## config.mk

```make
export PLATFORM = sky130hd
export DESIGN_NAME = sorted_set_insert_delete
export DESIGN_NICKNAME = d
export VERILOG_FILES = /design/src/rtl/core/ssid_pkg.sv /design/src/rtl/core/ssid_cell.sv /design/src/rtl/core/sorted_set_insert_delete.sv
export SDC_FILE = /design/constraint.sdc
export NUM_CORES = 2
export LEC_CHECK = 0
export BUFFER_PORTS_ARGS = -buffer_cell sky130_fd_sc_hd__buf_2
export CAP_MARGIN = 0
export CORE_MARGIN = 4
export CORE_UTILIZATION = 35
export CTS_CLUSTER_SIZE = 24
export DETAILED_ROUTE_END_ITERATION = 10
export PLACE_DENSITY = 0.47
export SLEW_MARGIN = 20
export SYNTH_ARGS = -nofsm -noshare
export SYNTH_HDL_FRONTEND = slang
export SYNTH_SLANG_ARGS = --single-unit
```

## constraint.sdc

```tcl
create_clock -name clock -period 7.39 [get_ports clock]
set_clock_uncertainty 0.1 [all_clocks]
set_input_delay 1.478 -clock clock [delete_from_list [all_inputs] [get_ports clock]]
set_output_delay 1.478 -clock clock [all_outputs]
set_load 0.05 [all_outputs]
```

## src/rtl/core/ssid_pkg.sv

```systemverilog
`default_nettype none

package ssid_pkg;

   localparam int VALUE_W        = 32;
   localparam int COUNT_OUT_W    = 5;
   localparam int CAPACITY_DEF   = 16;
   localparam int DATA_WIDTH_DEF = 32;

   typedef enum logic {
      OP_INSERT = 1'b0,
      OP_DELETE = 1'b1
   } op_type;

   // Shift commands broadcast to every cell in the row
   typedef struct packed {
      logic ins_en;
      logic del_en;
   } cell_ctrl_type;

endpackage : ssid_pkg

`default_nettype wire

```

## src/rtl/core/ssid_cell.sv

```systemverilog
`default_nettype none

module ssid_cell #(
   parameter int DATA_WIDTH = ssid_pkg::DATA_WIDTH_DEF
) (
   input  wire logic                    clock,
   input  wire ssid_pkg::cell_ctrl_type ctrl,
   input  wire logic [DATA_WIDTH-1:0]   key,
   input  wire logic                    occupied,
   input  wire logic                    left_lt,
   input  wire logic [DATA_WIDTH-1:0]   left_entry,
   input  wire logic [DATA_WIDTH-1:0]   right_entry,
   output      logic [DATA_WIDTH-1:0]   entry,
   output      logic                    lt,
   output      logic                    eq
);
   import ssid_pkg::*;

   logic [DATA_WIDTH-1:0] entry_ff;
   logic [DATA_WIDTH-1:0] entry_in;

   assign lt    = occupied && ($signed(entry_ff) < $signed(key));
   assign eq    = occupied && (entry_ff == key);
   assign entry = entry_ff;

   // Cells at or above the sorted position move; those below hold
   always_comb begin
      entry_in = entry_ff;
      if (ctrl.ins_en && !lt) begin
         entry_in = left_lt ? key : left_entry;
      end else if (ctrl.del_en && !lt) begin
         entry_in = right_entry;
      end
   end

   always_ff @(posedge clock) begin
      entry_ff <= entry_in;
   end

endmodule : ssid_cell

`default_nettype wire

```

## src/rtl/core/sorted_set_insert_delete.sv

```systemverilog
`default_nettype none

// Sorted set of up to CAPACITY distinct signed values, kept in ascending order
// in a row of cells. Each item is an insert or a delete of one value and gives
// one result: ok, was_present, full_res and the count held afterwards. Every
// cell compares its entry with the item's value in the same cycle and the row
// shifts by one place, so an item is accepted on every cycle (its result is
// registered) unless a finished result is still held by rsp_stall. The
// throughput is set by the combinational compare across all cells followed
// by the shift of the row.
module sorted_set_insert_delete #(
   parameter int CAPACITY   = ssid_pkg::CAPACITY_DEF,
   parameter int DATA_WIDTH = ssid_pkg::DATA_WIDTH_DEF
) (
   input  wire logic                               clock,
   input  wire logic                               reset,
   input  wire logic                               req_valid,
   output      logic                               req_stall,
   input  wire logic                               req_operation,
   input  wire logic signed [ssid_pkg::VALUE_W-1:0] req_value,
   output      logic                               rsp_valid,
   input  wire logic                               rsp_stall,
   output      logic                               rsp_ok,
   output      logic                               rsp_was_present,
   output      logic                               rsp_full_res,
   output      logic [ssid_pkg::COUNT_OUT_W-1:0]   rsp_entry_count
);
   import ssid_pkg::*;

   localparam int CNT_W = $clog2(CAPACITY + 1);

   logic [DATA_WIDTH-1:0] key;
   logic [DATA_WIDTH-1:0] entry_vec [CAPACITY];
   logic [CAPACITY-1:0]   lt_vec;
   logic [CAPACITY-1:0]   eq_vec;
   logic [CAPACITY-1:0]   occ_vec;
   cell_ctrl_type         ctrl;

   logic [CNT_W-1:0]       count_ff, count_in;
   logic                   rsp_valid_ff, rsp_valid_in;
   logic                   ok_ff, ok_in;
   logic                   present_ff;
   logic                   full_ff, full_in;
   logic [COUNT_OUT_W-1:0] cnt_out_ff;

   logic accept;
   logic present;
   logic full;
   logic is_insert;

   generate
      if (DATA_WIDTH <= VALUE_W) begin : g_key_trunc
         assign key = req_value[DATA_WIDTH-1:0];
      end else begin : g_key_ext
         assign key = {{(DATA_WIDTH - VALUE_W){req_value[VALUE_W-1]}}, req_value};
      end
   endgenerate

   assign req_stall = rsp_valid_ff && rsp_stall;
   assign accept    = req_valid && !req_stall;
   assign is_insert = (op_type'(req_operation) == OP_INSERT);
   assign present   = |eq_vec;
   assign full      = (count_ff == CNT_W'(CAPACITY));

   assign ctrl.ins_en = accept && is_insert && !present && !full;
   assign ctrl.del_en = accept && !is_insert && present;

   genvar gi;
   generate
      for (gi = 0; gi < CAPACITY; gi++) begin : g_cell
         logic                  left_lt;
         logic [DATA_WIDTH-1:0] left_entry;
         logic [DATA_WIDTH-1:0] right_entry;

         assign occ_vec[gi] = (CNT_W'(gi) < count_ff);

         if (gi == 0) begin : g_first
            assign left_lt    = 1'b1;
            assign left_entry = key;
         end else begin : g_mid
            assign left_lt    = lt_vec[gi-1];
            assign left_entry = entry_vec[gi-1];
         end

         if (gi == CAPACITY - 1) begin : g_last
            assign right_entry = entry_vec[gi];
         end else begin : g_inner
            assign right_entry = entry_vec[gi+1];
         end

         ssid_cell #(
            .DATA_WIDTH (DATA_WIDTH)
         ) u_cell (
            .clock       (clock),
            .ctrl        (ctrl),
            .key         (key),
            .occupied    (occ_vec[gi]),
            .left_lt     (left_lt),
            .left_entry  (left_entry),
            .right_entry (right_entry),
            .entry       (entry_vec[gi]),
            .lt          (lt_vec[gi]),
            .eq          (eq_vec[gi])
         );
      end
   endgenerate

   always_comb begin
      count_in = count_ff;
      if (ctrl.ins_en) begin
         count_in = count_ff + CNT_W'(1);
      end else if (ctrl.del_en) begin
         count_in = count_ff - CNT_W'(1);
      end
   end

   assign ok_in        = ctrl.ins_en || ctrl.del_en;
   assign full_in      = is_insert && !present && full;
   assign rsp_valid_in = accept || (rsp_valid_ff && rsp_stall);

   always_ff @(posedge clock) begin
      if (reset) begin
         count_ff     <= '0;
         rsp_valid_ff <= 1'b0;
      end else begin
         count_ff     <= count_in;
         rsp_valid_ff <= rsp_valid_in;
      end
   end

   // Load the result register only on accept; hold it while stalled
   always_ff @(posedge clock) begin
      if (accept) begin
         ok_ff      <= ok_in;
         present_ff <= present;
         full_ff    <= full_in;
         cnt_out_ff <= COUNT_OUT_W'(count_in);
      end
   end

   assign rsp_valid       = rsp_valid_ff;
   assign rsp_ok          = ok_ff;
   assign rsp_was_present = present_ff;
   assign rsp_full_res    = full_ff;
   assign rsp_entry_count = cnt_out_ff;

   a_count_bound: assert property (@(posedge clock) disable iff (reset)
      count_ff <= CNT_W'(CAPACITY))
      else $error("count beyond capacity");

   a_ins_count: assert property (@(posedge clock) disable iff (reset)
      ctrl.ins_en |=> count_ff == $past(count_ff) + CNT_W'(1))
      else $error("insert did not advance count");

   a_ok_full: assert property (@(posedge clock) disable iff (reset)
      rsp_valid_ff |-> !(ok_ff && full_ff))
      else $error("ok and full both set");

   a_eq_unique: assert property (@(posedge clock) disable iff (reset)
      $onehot0(eq_vec))
      else $error("duplicate value in set");

   a_sorted: assert property (@(posedge clock) disable iff (reset)
      (lt_vec[CAPACITY-1:1] & ~lt_vec[CAPACITY-2:0]) == '0)
      else $error("entries out of order");

endmodule : sorted_set_insert_delete

`default_nettype wire
```

Word-level counts from Yosys, hierarchy flattened:

Index checks and enable logic that the tools add are counted.
Widths: inputs -> output; s select.

* flip-flop bits (word level): 526
* latch bits: 0
* memory bits (writable): 0
* memory bits (read-only): 0
* output and inout port bits: 10
* word-level logic and storage cells: 230
* memories: 0

* add/subtract/negate cells: 2
* multiply operators: 0
* div/mod/pow operators: 0
* order comparisons: 32
* equal/unequal tests: 17
* shift-type cells: 0
* muxes and demuxes: 47
* bitwise logic cells: 1
* reductions and logical operators: 109

Operator list (number)
* $mux 32: 45
* $eq 32x32->1: 16
* $lt 32x32->1: 16
* $logic_and 1x1->1: 72
* $lt 4x5->1 const A: 8
* $reduce_bool 2->1: 15
* $lt 3x5->1 const A: 4
* $logic_not 1->1: 19
* $reduce_or 16->1: 1
* $lt 1x5->1 const A: 2
* $lt 2x5->1 const A: 2
* $mux 5: 2
* $add 5x1->5 const B: 1
* $eq 5x5->1 const B: 1
* $sub 5x1->5 const B: 1
* $logic_or 1x1->1: 2
* $not 1->1: 1

Depth between registers and ports, before layout:

* depth in word-level cells: 8
* depth in mapped cells: 15

Hierarchy:

A second synthesis with hierarchy kept.

* cell total of the unflattened synthesis: 3723
* area total of the unflattened synthesis: 42306.8 sq um

Modules (own cells, without submodules)
* ssid_cell: times used 16, cells an instance 226, area each 2585.0 sq um
* sorted_set_insert_delete: times used 1, cells an instance 107, area each 947.2 sq um

Worst setup path after synthesis:

OpenSTA, ideal clock, no wires.

* path kind: in2reg
* start: input req_value[31] (netlist name)
* end: register g_cell[0].u_cell.entry_ff[0], enable pin
* arrival: 6.246 ns
* data required time: 6.829 ns
* slack: 0.583 ns
* stages on the path: 12
* buffers on the path: 3
* cell sequence: clkbuf_1 > inv_1 > ha_1 > and4_1 > nor4b_1 > nand3_1 > nand4_1 > or4_1 > buf_6 > mux2i_1 > clkbuf_1 > nor3_1

* longest elaborated chain between the ends: 8
* elaborated cells on any way between the ends: 43

Ends and longest elaborated chain
* start: declaration: RTL line sorted_set_insert_delete.sv:20 `input wire logic signed [ssid_pkg::VALUE_W-1:0] req_value,`
* $eq 32x32->1: RTL line ssid_cell.sv:23 `assign eq = occupied && (entry_ff == key);`
* $logic_and 1x1->1: RTL line ssid_cell.sv:23
* $reduce_or 16->1 *: RTL line sorted_set_insert_delete.sv:62 `assign present = |eq_vec;`
* via present: RTL line sorted_set_insert_delete.sv:47 `logic present;`
* $logic_not 1->1: RTL line sorted_set_insert_delete.sv:65 `assign ctrl.ins_en = accept && is_insert && !present && !full;`
* $logic_and 1x1->1 (2 in series): RTL line sorted_set_insert_delete.sv:65
* $logic_and 1x1->1: RTL line ssid_cell.sv:29 `if (ctrl.ins_en && !lt) begin`
* $reduce_bool 2->1 (no source line) *
* end signal: assignment: RTL line ssid_cell.sv:37 `entry_ff <= entry_in;`
* end: declaration: RTL line ssid_cell.sv:19 `logic [DATA_WIDTH-1:0] entry_ff;`

Mark *: on every way through the listed nets, which the timed path passes. The rest lies on a longest branch.
A chain may end at the register's enable or synchronous reset.

Worst setup path in the final report:

* start: input req_value[19] (netlist name)
* end: register g_cell[12].u_cell.entry_ff[7], enable pin

* longest elaborated chain between the ends: 8
* elaborated cells on any way between the ends: 43

Ends and longest elaborated chain (RTL line)
* parallel branches: the longest is 7 deep, another holds $lt 32x32->1
* $reduce_bool 2->1 (no source line) *
* end signal: assignment: ssid_cell.sv:37
* end: declaration: ssid_cell.sv:19

Mark *: on every way between the ends.

==> results.json <==
{
  "status": "complete, no violations",
  "reg2regPathDepth": 10,
  "cp-start-kind": "input pin",
  "async_flop_share_pct": 0,
  "die_w_um": 341,
  "drc_errors": 0,
  "max_cap_viol_count": 0,
  "mostFrequentLayoutCells": "520 x edfxtp_1, 516 x ha_1, 375 x mux2_2, 359 x a21oi_1, 271 x mux2i_1",
  "num_vias": 28100,
  "numCtsBuffers": 70,
  "p_leak_nw": 17.3,
  "dr.pass1.iters": 5,
  "syn_inst": 3450,
  "critPathRequiredTime_ns": 7.58,
  "clockBufferDepth": 3,
  "clkLatencyLatePin_ns": 0.64,
  "ff2ff_setup_slack_ns": 2.52,
  "holdBufCountCts": 0,
  "max_slew_margin_pct": 24.9,
  "ys_seq_area_share_pct": 40.5,
  "area_delta_synth_final_pct": 11.7,
  "htreeDepth": 3,
  "worstSetupPathType": "input pin to register",
  "r2r_start": "count_ff[2]",
  "grt_use_total_pct": 21.2,
  "slowest_stage": "nor4b_1",
  "die_h_um": 341,
  "ioPinCount": 47,
  "synth_nets": 4003,
  "vias_per_cell": 5.57,
  "drive_gt1_share_pct": 19.2,
  "seq_power_share_pct": 44.2,
  "combPwrFrac_pct": 16.2,
  "min_to": "g_cell[14].u_cell.entry[29]",
  "cts.sinks": 526,
  "syn_area_mm2": 0.0388,
  "rsz0062_at_grt": "false",
  "finalSetupViolations": 0,
  "core_region_area_mm2": 0.109,
  "place_area_mm2": 0.0413,
  "synth_edf_count": 520,
  "grt_pass1_wl_um": 189000,
  "dp_hpwl_um": 98400,
  "min_path_type": "register to register",
  "io_buffers": 46,
  "start_util_pct": 35.5,
  "wl_um": 126000,
  "grt_max_degree": 66,
  "post-route-period-util_pct": 81.7,
  "worst_pin_slew_ns": 1.11,
  "cts_resized": 0,
  "cts_root_buffer": "clkbuf_16",
  "critical_path.max_fanout": 23,
  "pwr_density_cell_mw_per_mm2": 189,
  "post-cts-setup-buffer-count": 0,
  "arrival_ns": 6.22,
  "worst_r2r_endpoint": "g_cell[12].u_cell.entry[5]",
  "min-delay-start": "g_cell[15].u_cell.entry[29]",
  "cp_top_family": "simple AND/OR/NAND/NOR gates",
  "fin_nets": 4061,
  "power.internal_mw": 5.86,
  "grt_pass1_vias": 28500,
  "p_sw_share_pct": 28.6,
  "clkPwrFrac_pct": 39.5,
  "drtIter0Drc": 1779,
  "path_cells": "buf_2, inv_1, buf_4, ha_1, nand4_1, nor4b_1, nand3_1, nand4_1, or4_1, mux2i_4, nor3_2, buf_4",
  "drv_slew": 0,
  "final.setup.tns_ns": 0,
  "fin_crit_ns": 6.04,
  "cts_tree": "done",
  "routabilityCongestion": 0.855,
  "wl_per_cell_um": 25.0,
  "finalInstanceArea_mm2": 0.0434,
  "clk_pin_slew_ns": 0.06,
  "switchingPower_mw": 2.35,
  "crit_buf_inv": 4,
  "worstHoldPathCells": 1,
  "grt_antenna_before_repair": 5,
  "critPathCaptureType": "register",
  "synth_seq_cells": 526,
  "yosysWarnings": 0,
  "fmax_mhz": 166,
  "die_area_mm2": 0.116,
  "ys_types": 71,
  "std_cell_rows": 121,
  "final_common_cell": "edfxtp_1",
  "syn_avg_cell_area_um2": 11.2,
  "synth_flop_cell": "edfxtp_1",
  "finalHoldViolCount": 0,
  "slowest_delay_ns": 0.96,
  "grt-ovfl-total": 0,
  "antenna_left": 0,
  "vdd_drop_max_uv": 153
}
-- worst max path at each step --
stage | startpoint | to | slack [ns] | cells past startpoint
after global placement | req_value[17] | g_cell[2].u_cell.entry[8] | 0.72 | 12
after global routing | req_value[30] | g_cell[2].u_cell.entry[17] | 1.26 | 12
final | req_value[19] | g_cell[12].u_cell.entry[7] | 1.35 | 12
after CTS | req_value[30] | g_cell[2].u_cell.entry[6] | 1.49 | 12
after floorplan | req_value[31] | g_cell[0].u_cell.entry[0] | 0.58 | 12
after detailed placement | req_value[25] | g_cell[2].u_cell.entry[2] | 0.83 | 12
-- logic make-up after synthesis --
kind of cell | count (synthesis) | synth area share, %
AOI/OAI and AO/OA | 805 | 11.7
DFF | 526 | 40.5
buffers and inverters | 276 | 3.08
adders and majority gates | 516 | 16.6
xor gates and xnor gates | 4 | 0.0903
and+or+nand+nor | 608 | 8.11
muxes | 715 | 19.9
-- power groups by stage --
stage	clock (mW)	combinational [mW]	sequential (mW)
floorplan	0	0.899	3.63
detailed placement	0	1.33	3.69
global route	3.46	1.48	3.65
global placement	0	1.31	3.69
finish	3.25	1.33	3.63
CTS	3.33	1.34	3.63
-- area by class of cell --
cell class / count / area (um2)
Inverter: 96 / 360
Fill cell: 10700 / 66100
Antenna cell: 5 / 12.5
Tap cell: 1476 / 1850
Multi-Input combinational cell: 2648 / 22100
Sequential cell: 526 / 15700
Clock inverter: 31 / 153
Clock buffer: 93 / 1940
Timing Repair Buffer: 166 / 1190
-- sequential cells by signal (all words and copies together), names as in the netlist --
name and count:
rsp_was_present 1, g_cell.u_cell.entry 512, count_ff 5, rsp_valid 1
rsp_entry_count 5, rsp_ok 1, rsp_full_res 1
-- per-layer routing --
layer / wire, um / part of all wire [%] / vias up / track usage [%]
met4: 3140 / 2.5 / 2 / 6.08
met1: 60300 / 48 / 13800 / 29.8
met2: 57700 / 46 / 574 / 34.6
met5: 13 / 0.010 / - / 0
li1: - / - / 13600 / -
met3: 4770 / 3.8 / 144 / 2.34
-- synth_stat cells, types with 31 or more instances --
| master | count | area, um2 |
|---|---|---|
| ha_1 | 516 | 6460 |
| nand2_1 | 124 | 465 |
| nor2_1 | 153 | 574 |
| inv_1 | 96 | 360 |
| mux2i_1 | 274 | 2740 |
| nand3_1 | 60 | 300 |
| edfxtp_1 | 520 | 15600 |
| nor3_1 | 40 | 200 |
| a21o_1 | 31 | 233 |
| a21oi_1 | 360 | 1800 |
| o21ai_0 | 264 | 1320 |
| nand4_1 | 127 | 795 |
| mux2_1 | 65 | 732 |
| mux2_2 | 375 | 4220 |
| clkbuf_1 | 122 | 458 |
-- stage by stage --
step	hold slack, ns	power (mW)	setup slack [ns]	util (%)	instances
final	0.459	8.21	1.35	39.6	5041
after global routing	0.484	8.59	1.26	39.6	5039
after CTS	0.466	8.29	1.49	39.6	5036
after detailed placement	0.453	5.02	0.829	37.7	4912
after global placement	0.446	5.00	0.722	37.7	4911
after floorplan	0.433	4.53	0.583	-	3450
Power figures use the tool's default switching activity.
